**src/rfa_pkg.sv**
```systemverilog
package rfa_pkg;

	localparam int ACTION_W = 4;
	localparam int INDEX_W = 2;
	localparam int STATUS_W = 2;
	localparam int VALUE_W = 64;

	typedef enum logic [ACTION_W-1:0] {
		ACT_IN   = 4'd0,
		ACT_MOV  = 4'd1,
		ACT_ADD  = 4'd2,
		ACT_SUB  = 4'd3,
		ACT_MUL  = 4'd4,
		ACT_DIV  = 4'd5,
		ACT_OUT  = 4'd6,
		ACT_XCHG = 4'd7,
		ACT_MOD  = 4'd8,
		ACT_AND  = 4'd9,
		ACT_OR   = 4'd10,
		ACT_XOR  = 4'd11
	} action_t;

	typedef enum logic [STATUS_W-1:0] {
		STAT_NONE = 2'd0,
		STAT_OUT  = 2'd1,
		STAT_DIV0 = 2'd2
	} status_t;

endpackage

```
**src/rfa_if.sv**
```systemverilog
interface rfa_in_if;
	logic                              valid;
	logic                              ready;
	logic [rfa_pkg::ACTION_W-1:0]      action;
	logic [rfa_pkg::INDEX_W-1:0]       dest_reg;
	logic [rfa_pkg::INDEX_W-1:0]       first_src;
	logic [rfa_pkg::INDEX_W-1:0]       second_src;
	logic                              three_form;
	logic signed [rfa_pkg::VALUE_W-1:0] immediate;

	modport source (output valid, action, dest_reg, first_src, second_src, three_form,
		immediate, input ready);
	modport sink (input valid, action, dest_reg, first_src, second_src, three_form,
		immediate, output ready);
endinterface

interface rfa_out_if;
	logic                               valid;
	logic                               ready;
	logic [rfa_pkg::STATUS_W-1:0]       status;
	logic signed [rfa_pkg::VALUE_W-1:0] out_value;

	modport source (output valid, status, out_value, input ready);
	modport sink (input valid, status, out_value, output ready);
endinterface

```
**src/register_file_alu_interpreter.sv**
```systemverilog
// Channel  | Direction | Payload                                              | Transfer
// ---------+-----------+------------------------------------------------------+----------------
// instr    | in        | action, dest_reg, first_src, second_src, three_form, | valid && ready
//          |           | immediate                                            |
// result   | out       | status, out_value                                    | valid && ready
//
// One instruction is in flight at a time; instr.ready is high only while the sequencer idles.
// IN, MOV, ADD, SUB, AND, OR, XOR, OUT, unused codes and a divide by zero go from dispatch to
// finish; XCHG adds a write step. MUL loops in S_MUL; DIV/MOD take magnitudes, loop in S_DIV.
// S_FIX writes back. The single shared adder retires one multiplier or quotient bit per cycle.
// Reset clears the register file at once through per-entry valid bits.
// The result register frees the sequencer: a new instruction is taken while a result waits,
// and only the final step of the next instruction stalls on an unread result.
module register_file_alu_interpreter #(
	parameter int NUM_REGS   = 4,
	parameter int DATA_WIDTH = 64
) (
	input  logic       clk,
	input  logic       arst_n,
	rfa_in_if.sink     instr,
	rfa_out_if.source  result
);

	localparam int IDX_W  = (NUM_REGS > 1) ? $clog2(NUM_REGS) : 1;
	localparam int WIDE_W = IDX_W + rfa_pkg::INDEX_W;
	localparam int CNT_W  = $clog2(DATA_WIDTH);

	typedef enum logic [8:0] {
		S_IDLE     = 9'b000000001,
		S_DISPATCH = 9'b000000010,
		S_XCHG     = 9'b000000100,
		S_MUL      = 9'b000001000,
		S_ABSA     = 9'b000010000,
		S_ABSB     = 9'b000100000,
		S_DIV      = 9'b001000000,
		S_FIX      = 9'b010000000,
		S_FINISH   = 9'b100000000
	} state_t;

	state_t state_q, state_d;

	logic [DATA_WIDTH-1:0] regs_mem [NUM_REGS];
	logic [NUM_REGS-1:0]   valid_q;

	logic [rfa_pkg::ACTION_W-1:0] op_q;
	logic [rfa_pkg::INDEX_W-1:0]  dest_q;
	logic [rfa_pkg::INDEX_W-1:0]  src_q;
	logic [DATA_WIDTH-1:0]        imm_q;
	logic [DATA_WIDTH-1:0]        a_q;
	logic [DATA_WIDTH-1:0]        b_q;
	logic [DATA_WIDTH-1:0]        rem_q;
	logic                         neg_q;
	logic [CNT_W-1:0]             cnt_q;
	rfa_pkg::status_t             stat_q;
	logic                         out_valid_q;
	rfa_pkg::status_t             out_status_q;
	logic [rfa_pkg::VALUE_W-1:0]  out_value_q;

	logic                         accept;
	logic                         is_alu;
	logic [rfa_pkg::INDEX_W-1:0]  rd0_idx;
	logic [rfa_pkg::INDEX_W-1:0]  rd1_idx;
	logic [WIDE_W-1:0]            rd0_wide;
	logic [WIDE_W-1:0]            rd1_wide;
	logic [WIDE_W-1:0]            wr_wide;
	logic                         wr_req;
	logic                         wr_en;
	logic [rfa_pkg::INDEX_W-1:0]  wr_idx;
	logic [DATA_WIDTH-1:0]        wr_data;
	logic [DATA_WIDTH-1:0]        alu_x;
	logic [DATA_WIDTH-1:0]        alu_y;
	logic                         alu_sub;
	logic [DATA_WIDTH:0]          alu_sum;
	logic                         alu_carry;
	logic [DATA_WIDTH-1:0]        div_shift;
	logic [DATA_WIDTH-1:0]        fix_sel;
	logic                         last_step;
	logic                         out_free;

	assign accept    = instr.valid && instr.ready;
	assign last_step = cnt_q == CNT_W'(DATA_WIDTH - 1);
	assign out_free  = !out_valid_q || result.ready;

	// Three-operand ALU forms read first/second source; everything else reads dest/first.
	always_comb begin
		case (instr.action) inside
			rfa_pkg::ACT_ADD, rfa_pkg::ACT_SUB, rfa_pkg::ACT_MUL, rfa_pkg::ACT_DIV,
			rfa_pkg::ACT_MOD, rfa_pkg::ACT_AND, rfa_pkg::ACT_OR, rfa_pkg::ACT_XOR:
				is_alu = 1'b1;
			default:
				is_alu = 1'b0;
		endcase
	end

	assign rd0_idx  = (is_alu && instr.three_form) ? instr.first_src : instr.dest_reg;
	assign rd1_idx  = (is_alu && instr.three_form) ? instr.second_src : instr.first_src;
	assign rd0_wide = WIDE_W'(rd0_idx);
	assign rd1_wide = WIDE_W'(rd1_idx);
	assign wr_wide  = WIDE_W'(wr_idx);
	assign wr_en    = wr_req && (wr_wide < WIDE_W'(NUM_REGS));

	assign div_shift = {rem_q[DATA_WIDTH-2:0], a_q[DATA_WIDTH-1]};
	assign fix_sel   = (op_q == rfa_pkg::ACT_DIV) ? a_q : rem_q;

	// Shared adder: add, subtract, negate, multiply accumulate and trial subtract.
	always_comb begin
		alu_x   = a_q;
		alu_y   = b_q;
		alu_sub = 1'b0;
		unique case (state_q)
			S_DISPATCH: alu_sub = op_q == rfa_pkg::ACT_SUB;
			S_MUL: begin
				alu_x = rem_q;
			end
			S_ABSA: begin
				alu_x   = '0;
				alu_sub = 1'b1;
			end
			S_ABSB: begin
				alu_x   = '0;
				alu_y   = b_q;
				alu_sub = 1'b1;
			end
			S_DIV: begin
				alu_x   = div_shift;
				alu_sub = 1'b1;
			end
			S_FIX: begin
				alu_x   = '0;
				alu_y   = fix_sel;
				alu_sub = 1'b1;
			end
			default: ;
		endcase
	end

	always_comb begin
		if (state_q == S_ABSA) begin
			alu_sum = {1'b0, alu_x} + {1'b0, ~a_q} + (DATA_WIDTH + 1)'(1);
		end else begin
			alu_sum = {1'b0, alu_x} + {1'b0, alu_y ^ {DATA_WIDTH{alu_sub}}}
				+ (DATA_WIDTH + 1)'(alu_sub);
		end
	end

	// A set carry on subtraction means no borrow.
	assign alu_carry = alu_sum[DATA_WIDTH];

	always_comb begin
		wr_req  = 1'b0;
		wr_idx  = dest_q;
		wr_data = b_q;
		unique case (state_q)
			S_DISPATCH: begin
				case (op_q) inside
					rfa_pkg::ACT_IN: begin
						wr_req  = 1'b1;
						wr_data = imm_q;
					end
					rfa_pkg::ACT_MOV, rfa_pkg::ACT_XCHG: wr_req = 1'b1;
					rfa_pkg::ACT_ADD, rfa_pkg::ACT_SUB: begin
						wr_req  = 1'b1;
						wr_data = alu_sum[DATA_WIDTH-1:0];
					end
					rfa_pkg::ACT_AND: begin
						wr_req  = 1'b1;
						wr_data = a_q & b_q;
					end
					rfa_pkg::ACT_OR: begin
						wr_req  = 1'b1;
						wr_data = a_q | b_q;
					end
					rfa_pkg::ACT_XOR: begin
						wr_req  = 1'b1;
						wr_data = a_q ^ b_q;
					end
					default: ;
				endcase
			end
			S_XCHG: begin
				wr_req  = 1'b1;
				wr_idx  = src_q;
				wr_data = a_q;
			end
			S_FIX: begin
				wr_req  = 1'b1;
				wr_data = neg_q ? alu_sum[DATA_WIDTH-1:0] : fix_sel;
			end
			default: ;
		endcase
	end

	always_comb begin
		state_d = state_q;
		unique case (state_q)
			S_IDLE: if (accept) state_d = S_DISPATCH;
			S_DISPATCH: begin
				case (op_q) inside
					rfa_pkg::ACT_XCHG: state_d = S_XCHG;
					rfa_pkg::ACT_MUL:  state_d = S_MUL;
					rfa_pkg::ACT_DIV, rfa_pkg::ACT_MOD:
						state_d = (b_q == '0) ? S_FINISH : S_ABSA;
					default:           state_d = S_FINISH;
				endcase
			end
			S_XCHG: state_d = S_FINISH;
			S_MUL:  if (last_step) state_d = S_FIX;
			S_ABSA: state_d = S_ABSB;
			S_ABSB: state_d = S_DIV;
			S_DIV:  if (last_step) state_d = S_FIX;
			S_FIX:  state_d = S_FINISH;
			S_FINISH: if (out_free) state_d = S_IDLE;
			default: state_d = S_IDLE;
		endcase
	end

	always_ff @(posedge clk or negedge arst_n) begin
		if (!arst_n) begin
			state_q     <= S_IDLE;
			valid_q     <= '0;
			cnt_q       <= '0;
			out_valid_q <= 1'b0;
		end else begin
			state_q <= state_d;
			if (wr_en) begin
				valid_q[wr_wide[IDX_W-1:0]] <= 1'b1;
			end
			if (state_q == S_MUL || state_q == S_DIV) begin
				cnt_q <= cnt_q + CNT_W'(1);
			end else begin
				cnt_q <= '0;
			end
			if (state_q == S_FINISH && out_free) begin
				out_valid_q <= 1'b1;
			end else if (result.ready) begin
				out_valid_q <= 1'b0;
			end
		end
	end

	always_ff @(posedge clk) begin
		if (wr_en) begin
			regs_mem[wr_wide[IDX_W-1:0]] <= wr_data;
		end
		if (state_q == S_FINISH && out_free) begin
			out_status_q <= stat_q;
			out_value_q  <= (stat_q == rfa_pkg::STAT_OUT) ? rfa_pkg::VALUE_W'($signed(a_q)) : '0;
		end
		unique case (state_q)
			S_IDLE: begin
				op_q   <= instr.action;
				dest_q <= instr.dest_reg;
				src_q  <= instr.first_src;
				imm_q  <= instr.immediate[DATA_WIDTH-1:0];
				stat_q <= rfa_pkg::STAT_NONE;
				neg_q  <= 1'b0;
				if (rd0_wide < WIDE_W'(NUM_REGS) && valid_q[rd0_wide[IDX_W-1:0]]) begin
					a_q <= regs_mem[rd0_wide[IDX_W-1:0]];
				end else begin
					a_q <= '0;
				end
				if (rd1_wide < WIDE_W'(NUM_REGS) && valid_q[rd1_wide[IDX_W-1:0]]) begin
					b_q <= regs_mem[rd1_wide[IDX_W-1:0]];
				end else begin
					b_q <= '0;
				end
			end
			S_DISPATCH: begin
				rem_q <= '0;
				case (op_q) inside
					rfa_pkg::ACT_OUT: stat_q <= rfa_pkg::STAT_OUT;
					rfa_pkg::ACT_DIV: begin
						if (b_q == '0) stat_q <= rfa_pkg::STAT_DIV0;
						neg_q <= a_q[DATA_WIDTH-1] ^ b_q[DATA_WIDTH-1];
					end
					rfa_pkg::ACT_MOD: begin
						if (b_q == '0) stat_q <= rfa_pkg::STAT_DIV0;
						neg_q <= a_q[DATA_WIDTH-1];
					end
					default: ;
				endcase
			end
			S_MUL: begin
				if (a_q[0]) rem_q <= alu_sum[DATA_WIDTH-1:0];
				a_q <= a_q >> 1;
				b_q <= b_q << 1;
			end
			S_ABSA: if (a_q[DATA_WIDTH-1]) a_q <= alu_sum[DATA_WIDTH-1:0];
			S_ABSB: if (b_q[DATA_WIDTH-1]) b_q <= alu_sum[DATA_WIDTH-1:0];
			S_DIV: begin
				// Magnitudes stay at or below half the range, so the partial remainder
				// never needs an extra bit.
				rem_q <= alu_carry ? alu_sum[DATA_WIDTH-1:0] : div_shift;
				a_q   <= {a_q[DATA_WIDTH-2:0], alu_carry};
			end
			default: ;
		endcase
	end

	assign instr.ready      = state_q == S_IDLE;
	assign result.valid     = out_valid_q;
	assign result.status    = out_status_q;
	assign result.out_value = out_value_q;

endmodule

```
**src/flat_wrapper.sv**
```systemverilog
// flat-port wrapper written by rule: the top's interface ports become plain ports
module register_file_alu_interpreter_flat 
#(
	parameter int NUM_REGS   = 4,
	parameter int DATA_WIDTH = 64
)
  (clk, arst_n, instr_valid, instr_action, instr_dest_reg, instr_first_src, instr_second_src, instr_three_form, instr_immediate, instr_ready, result_valid, result_status, result_out_value, result_ready);
  rfa_in_if instr_i ();
  rfa_out_if result_i ();
  input  logic clk;
  input  logic arst_n;
  input wire logic [$bits(instr_i.valid)-1:0] instr_valid;
  input wire logic [$bits(instr_i.action)-1:0] instr_action;
  input wire logic [$bits(instr_i.dest_reg)-1:0] instr_dest_reg;
  input wire logic [$bits(instr_i.first_src)-1:0] instr_first_src;
  input wire logic [$bits(instr_i.second_src)-1:0] instr_second_src;
  input wire logic [$bits(instr_i.three_form)-1:0] instr_three_form;
  input wire logic [$bits(instr_i.immediate)-1:0] instr_immediate;
  output wire logic [$bits(instr_i.ready)-1:0] instr_ready;
  output wire logic [$bits(result_i.valid)-1:0] result_valid;
  output wire logic [$bits(result_i.status)-1:0] result_status;
  output wire logic [$bits(result_i.out_value)-1:0] result_out_value;
  input wire logic [$bits(result_i.ready)-1:0] result_ready;
  assign instr_i.valid = instr_valid;
  assign instr_i.action = instr_action;
  assign instr_i.dest_reg = instr_dest_reg;
  assign instr_i.first_src = instr_first_src;
  assign instr_i.second_src = instr_second_src;
  assign instr_i.three_form = instr_three_form;
  assign instr_i.immediate = instr_immediate;
  assign instr_ready = instr_i.ready;
  assign result_valid = result_i.valid;
  assign result_status = result_i.status;
  assign result_out_value = result_i.out_value;
  assign result_i.ready = result_ready;
  register_file_alu_interpreter #(.NUM_REGS(NUM_REGS), .DATA_WIDTH(DATA_WIDTH)) u_core (.clk(clk), .arst_n(arst_n), .instr(instr_i), .result(result_i));
endmodule
```
**config.mk**
```make
export PLATFORM = sky130hd
export DESIGN_NAME = register_file_alu_interpreter_flat
export DESIGN_NICKNAME = d
export VERILOG_FILES = /design/src/rfa_pkg.sv /design/src/rfa_if.sv /design/src/register_file_alu_interpreter.sv /design/src/flat_wrapper.sv
export SDC_FILE = /design/constraint.sdc
export NUM_CORES = 2
export LEC_CHECK = 0
export BUFFER_PORTS_ARGS = -buffer_cell sky130_fd_sc_hd__clkbuf_2
export CAP_MARGIN = 20
export CORE_ASPECT_RATIO = 1.25
export CORE_MARGIN = 2
export CORE_UTILIZATION = 30
export CTS_CLUSTER_SIZE = 16
export DETAILED_ROUTE_END_ITERATION = 12
export PLACE_DENSITY_LB_ADDON = 0.05
export SETUP_SLACK_MARGIN = 0.05
export SLEW_MARGIN = 40
export SYNTH_ARGS = -nofsm -noshare
export SYNTH_HDL_FRONTEND = slang
export SYNTH_SLANG_ARGS = --single-unit
```
**constraint.sdc**
```tcl
create_clock -name clk -period 7.15 [get_ports clk]
set_input_delay 1.0725 -clock clk [delete_from_list [all_inputs] [get_ports clk]]
set_output_delay 1.0725 -clock clk [all_outputs]
set_load 0.01 [all_outputs]
```
## Word-level counts from Yosys, hierarchy flattened

Memory sizes are Yosys's and may differ from the RTL's.
Cells that the tools add are included.

- $add $sub $neg: 5
- Order comparisons: 7
- Eq/ne operators: 39
- Muxes and demuxes: 61
- Bitwise operators: 7
- Reduce and logical (&&, ||, !) cells: 31

Operators by type and width:

| kind | number |
|---|---|
| 2-to-1 mux 64 bit | 15 |
| case mux 64 bit (3 select lines) | 4 |
| case mux 64 bit (4 select lines) | 1 |
| adder 64 x 64 -> 65 bit | 2 |
| XOR 64 bit | 2 |
| adder 65 x 1 -> 65 bit | 1 |
| adder 65 x 1 -> 65 bit, second input constant | 1 |
| 2-to-1 mux 65 bit | 1 |
| bitwise AND 64 bit | 1 |
| zero test 64 bit | 1 |
| NOT 64 bit | 1 |
| bitwise OR 64 bit | 1 |
| 2-to-1 mux 9 bit | 7 |
| case mux 9 bit (7 select lines) | 1 |
| == test 4 bit, second input constant | 8 |
| == test 4 x 3 -> 1 bit, second input constant | 6 |
| less-than comparator 2 x 3 -> 1 bit, second input constant | 6 |
| 2-to-1 mux 1 bit | 17 |
| == test 4 x 2 -> 1 bit, second input constant | 4 |
| 2-to-1 mux 2 bit | 7 |
| inequality test 2 x 1 -> 1 bit, second input constant | 5 |
| OR reduction 2 bit | 5 |
| == test 9 x 1 -> 1 bit, second input constant | 1 |
| == test 9 x 2 -> 1 bit, second input constant | 1 |
| other kinds (34) | 51 |

- Register bits: 353
- Bits in writable memories: 256
- Input bits: 79
- Output and inout port bits: 68
- Logic and storage cells: 168
- Memories: 1

Memory list:

| name | depth | bits a word | rd ports | clocked after memory_dff | wr ports | RTL line | text |
|---|---|---|---|---|---|---|---|
| u_core.regs_mem | 4 | 64 | 2 | 0 | 1 | register_file_alu_interpreter.sv:42 | `logic [DATA_WIDTH-1:0] regs_mem [NUM_REGS];` |

## Longest topological paths before layout

- Depth after elaboration: 11
- Mapped depth: 25
- Mapped depth without buffers: 19

## Worst setup path before layout

No wires, ideal clock.

- Path type: register to register
- Start: reg u_core.state_q[6]
- End: reg u_core.a_q[0] (enable)
- Setup time: 0.580 ns
- Data arrival time: 6.978 ns
- Data required time: 6.570 ns
- Setup slack: -0.409 ns
- Stages on the path, launching flop included: 11
- Path buffers: 5
- Period minus slack after synthesis: 7.559 ns
- Cells stage by stage: dfrtp_1 > buf_6 > nor3_2 > nand2_1 > or4b_2 > clkbuf_1 > clkbuf_1 > clkbuf_1 > buf_1 > nand3_1 > a21boi_0

- Word-level cells in the longest chain between the ends: 3
- Elaborated cells between the ends (all ways): 7
- Those cells by class: 5 x eq/ne; 2 x reduce/logical

RTL lines:

| what | RTL line | text |
|---|---|---|
| from (decl) | register_file_alu_interpreter.sv:40 | `state_t state_q, state_d;` |
| from (signal assigned) | register_file_alu_interpreter.sv:224 | `state_q <= state_d;` |
| == test 9 x 5 -> 1 bit (tied with other cells) | register_file_alu_interpreter.sv:249 | `unique case (state_q)` |
| inequality test 2 x 1 -> 1 bit (no source line) / nonzero test 4 bit (equally long branches) | - |  |
| AND reduction 2 bit (no source line) (*) | - |  |
| to (signal assigned) | register_file_alu_interpreter.sv:258 | `a_q <= regs_mem[rd0_wide[IDX_W-1:0]];` |
| to (signal assigned) | register_file_alu_interpreter.sv:285 | `a_q <= a_q >> 1;` |
| to (signal assigned) | register_file_alu_interpreter.sv:288 | `S_ABSA: if (a_q[DATA_WIDTH-1]) a_q <= alu_sum[DATA_WIDTH-1:0];` |
| to (decl) | register_file_alu_interpreter.sv:49 | `logic [DATA_WIDTH-1:0] a_q;` |

Every way passes the cells marked *; elsewhere a longest branch is shown, timed or not.
A chain may end at the register's enable or synchronous reset.

## Worst setup path in the final report

- Start: reg u_core.op_q[3] (netlist bit)
- End: reg u_core.rem_q[15] (data pin)

- Word-level cells in the longest chain between the ends: 9
- Elaborated cells between the ends (all ways): 12
- Those cells by class: 2 x add/sub; 2 x eq/ne; 7 x mux; 1 x bitwise

RTL lines:

| what | RTL line | text |
|---|---|---|
| from (decl) | register_file_alu_interpreter.sv:45 | `logic [rfa_pkg::ACTION_W-1:0] op_q;` |
| from (signal assigned) | register_file_alu_interpreter.sv:251 | `op_q <= instr.action;` |
| == test 4 x 3 -> 1 bit | register_file_alu_interpreter.sv:103 | `assign fix_sel = (op_q == rfa_pkg::ACT_DIV) ? a_q : rem_q;` |
| 2-to-1 mux 64 bit | register_file_alu_interpreter.sv:103 |  |
| 2-to-1 mux 64 bit | register_file_alu_interpreter.sv:110 | `unique case (state_q)` |
| XOR 64 bit | register_file_alu_interpreter.sv:141 | `alu_sum = {1'b0, alu_x} + {1'b0, alu_y ^ {DATA_WIDTH{alu_sub}}}` |
| adder 64 x 64 -> 65 bit | register_file_alu_interpreter.sv:141 |  |
| adder 65 x 1 -> 65 bit (*) | register_file_alu_interpreter.sv:142 | `+ (DATA_WIDTH + 1)'(alu_sub);` |
| 2-to-1 mux 65 bit (*) | register_file_alu_interpreter.sv:138 | `if (state_q == S_ABSA) begin` |
| 2-to-1 mux 64 bit, on equally long branches | register_file_alu_interpreter.sv:293, register_file_alu_interpreter.sv:284 |  |
| case mux 64 bit (3 select lines) (*) | register_file_alu_interpreter.sv:249 |  |
| to (signal assigned) | register_file_alu_interpreter.sv:284 | `if (a_q[0]) rem_q <= alu_sum[DATA_WIDTH-1:0];` |
| to (signal assigned) | register_file_alu_interpreter.sv:293 | `rem_q <= alu_carry ? alu_sum[DATA_WIDTH-1:0] : div_shift;` |
| to (decl) | register_file_alu_interpreter.sv:51 | `logic [DATA_WIDTH-1:0] rem_q;` |

Every way passes the cells marked *; elsewhere a longest branch is shown, timed or not. The select of a mux whose other input is x is not followed.

==> results.py <==
metrics = {
    "run_status": {
        "outcome": "complete, no violations",
    },
    "logic_synthesis": {
        "synth_top_cells_by_area": "edfxtp_1 (39%), ha_1 (7.1%), mux4_2 (6.5%)",
        "synthesis.area_mm2": 0.04495,
        "syn_avg_cell_area_um2": 9.809,
        "syn_nets": 4919,
        "synth_top_family_by_area": "compound AO/OA/AOI/OAI gates",
        "synth_area_leader_cell": "edfxtp_1",
        "synth.yosys.seq_area_share_pct": 40.46,
        "async_flop_share_pct": 3.284,
        "ys_ff_latch": 609,
        "synthSimpleGateAreaFrac_pct": 12.81,
        "synthMuxAreaShare_pct": 9.177,
        "synth.distinct_cells": 103,
        "synthXorXnorAreaFrac_pct": 3.546,
        "synth-adder-area-share_pct": 7.187,
        "synth_warnings": 0,
        "synth_compound_area_share_pct": 22.38,
        "synthCells": 4583,
        "synth-edff-count": 589,
        "synth_flop_cell": "edfxtp_1",
        "yosysTopAreaCellShare_pct": 39.35,
    },
    "worst_setup_path": {
        "required_ns": 7.67,
        "path_class": "flop to flop",
        "crit_path_start_kind": "flop",
        "crit_path_max_fanout": 37,
        "end_kind": "flop",
        "cp.arrival_ns": 7.42,
    },
    "detailed_routing": {
        "drt_iter0_drc": 5290,
        "drtAntennaViolNets": 0,
        "avgViaCountPerCell": 6.000,
        "num_vias": 40522,
        "drt_wl_total_mm": 225.4,
        "drcViolationCount": 0,
        "wl_per_cell_um": 33.37,
        "drt-pass1-iter-count": 6,
    },
    "timing": {
        "fmax_mhz": 145.0,
        "max_slew_margin_pct": 40.01,
        "worst_pin_slew_ns": 0.8916,
        "setup_slack_ns": 0.2532,
        "layout_min_cycle_time_ns": 6.897,
        "rsz0062_at_grt": "no",
        "finalCritPeriodShare_pct": 96.46,
        "whs_ns": 0.3702,
        "skew_ns": 0.04473,
        "hold_violations": 0,
        "finalMaxSlewViolations": 0,
        "setup_viol": 0,
    },
    "floorplanning": {
        "core_mm2": 0.1487,
        "die_h_um": 436.8,
        "row_count": 158,
        "io_pins": 147,
        "dieArea_mm2": 0.1530,
        "start_util_pct": 30.24,
        "fp.dieW_um": 350.2,
    },
    "placement": {
        "place_ws_ns": -0.007920,
        "place_inst": 6615,
        "gp_congestion": 0.8980,
        "dp_hpwl_mm": 160.1,
        "port_buffers": 146,
    },
    "cts": {
        "clkLatencyLatePin_ns": 0.71,
        "clk_pin_slew_ns": 0.06,
        "cts_tree": "done",
        "cts_max_path_buffers": 3,
        "cts_buffers": 75,
        "cts_hold_buf": 0,
        "cts_root_buffer": "clkbuf_16",
        "cts_htree_levels": 3,
        "clock_sinks": 609,
    },
    "final_layout": {
        "layout.nets": 5033,
        "instances_no_fill": 6754,
        "drive_above_1_share_pct": 16.38,
        "area_growth_pct": 14.99,
        "fin_util_pct": 34.77,
    },
    "flow_run": {
        "cap_violations": 0,
    },
    "grt": {
        "grt_max_degree": 133,
        "grt_pass1_vias": 39407,
        "grt_overflow": 0,
        "grt_usage_pct": 28.96,
        "antenna_found_initial": 12,
        "grt_pass1_wl_mm": 313.4,
    },
    "worst_hold_path": {
        "hp-class": "input pin to asynchronous set/reset pin",
    },
}
==> worst max-delay path, stage by stage (launching register included) <==
cell      delay (ns)
edfxtp_1        0.39
nor2b_1         0.29
nand3_4         0.47
buf_4           0.37
a21oi_1         0.43
o21ai_0         0.23
xor2_1          0.19
ha_1            0.41
and4_1          0.32
o211ai_1        0.13
o21ai_1         0.34
a31oi_1         0.15
buf_4           0.19
o22ai_1         0.46
nor2_1          0.15
buf_4           0.20
o31ai_4         0.38
buf_4           0.19
a41oi_1         0.19
a211oi_4        0.33
buf_12          0.22
buf_12          0.21
nor2_1          0.06
a211o_1         0.25
o21ai_0         0.08
==> layout make-up <==
class	instances	area (µm²)
Multi-Input combinational cell	3457	25100
Sequential cell	609	18190
Clock buffer	84	1974
Antenna cell	5	12.51
Timing Repair Buffer	376	2780
Tap cell	2000	2502
Fill cell	15350	96970
Inverter	178	671.9
Clock inverter	45	461.7
==> path summary, 6_finish.rpt <==
check / from / to / slack (ns) / depth (start not counted)
setup reg to reg: u_core.op_q[3] / u_core.rem_q[15] / 0.25 / 24
setup / recovery: u_core.op_q[3] / u_core.rem_q[15] / 0.25 / 24
hold reg to reg: u_core.cnt_q[0] / u_core.cnt_q[0] / 0.46 / 1
max in group asynchronous: arst_n / u_core.cnt_q[4] / 6.40 / 1
min in group clk: u_core.cnt_q[0] / u_core.cnt_q[0] / 0.46 / 1
hold / removal: arst_n / u_core.result.valid / 0.37 / 1
==> cells in the final DEF, fill, tap and decap left out, drive strengths merged, types with 18 or more instances in the layout <==
cell / count
o21a: 24
a21o: 87
nor3: 45
a211o: 30
nand2: 529
o21bai: 33
xor2: 102
a31oi: 36
clkinv: 34
nand4: 50
mux2i: 35
o211ai: 75
o21ai: 335
nand3: 112
mux4: 130
xnor2: 80
nor2b: 18
o22ai: 65
ha: 255
a22oi: 136
buf: 230
a211oi: 135
clkbuf: 230
nor2: 283
a221oi: 32
a21oi: 360
dfrtp: 19
o221ai: 69
nor4: 24
edfxtp: 589
and2: 93
inv: 176
mux2: 72
and3: 34
==> cells in the mapped netlist (all sizes together) (18+ instances only) <==
library cell and n:
edfxtp 589, nand2 529, a21oi 360, o21ai 335, nor2 283, clkbuf 281, ha 255, inv 176
a22oi 136, a211oi 135, mux4 130, nand3 112, xor2 102, and2 93, a21o 87, xnor2 80
o211ai 75, mux2 72, o221ai 69, o22ai 65, buf 58, nand4 50, nor3 45, a31oi 36
mux2i 35, and3 34, o21bai 33, a221oi 32, a211o 30, nor4 24, o21a 24, dfrtp 19
nor2b 18
==> sequential cells by signal, summed over array words and instances (netlist names), 2 cells and up <==
| name | cells |
|---|---|
| u_core.result.status | 2 |
| u_core.imm_q | 64 |
| u_core.stat_q | 2 |
| u_core.result.out_value | 64 |
| u_core.op_q | 4 |
| u_core.regs_mem | 256 |
| u_core.src_q | 2 |
| u_core.cnt_q | 6 |
| u_core.state_q | 9 |
| u_core.a_q | 64 |
| u_core.rem_q | 64 |
| u_core.b_q | 64 |
| u_core.valid_q | 4 |
| u_core.dest_q | 2 |
==> repair_timing <==
item,in CTS,in global routing
pin swaps,0,1
gates cloned,0,0
resized for setup,1,0
endpoints found under the setup margin,12,39
setup buffers,0,4
==> through the flow <==
stage,TNS [ns],instance area (µm²)
after floorplan,0,44950
after detailed placement,-0.03155,49170
after global routing,0,51680
after global placement,-6.555,49010
after CTS,0,51610
final,0,51690
==> kinds of logic (layout without fill, tap and decap cells) <==
| family | Yosys count | in the layout |
|---|---|---|
| AND/OR/NAND/NOR | 1256 | 1256 |
| other | 0 | 5 |
| AO/OA/AOI/OAI | 1525 | 1525 |
| adder cells (fa/ha/maj) | 257 | 257 |
| flip-flops | 609 | 609 |
| multiplexers | 237 | 237 |
| XOR/XNOR | 182 | 182 |
| buffers and inverters | 517 | 683 |
==> layer usage <==
| layer | routed length, µm | vias up | track usage (%) |
|---|---|---|---|
| met5 | 13 | - | 0 |
| met4 | 7211 | 2 | 8.757 |
| met3 | 18900 | 301 | 5.715 |
| met2 | 97830 | 1897 | 43.52 |
| met1 | 101500 | 20615 | 41.73 |
| li1 | - | 17707 | - |
Power is left out: the tool's default activity adds up to more than one toggle a clock period on the data nets, which glitch-free logic cannot reach.
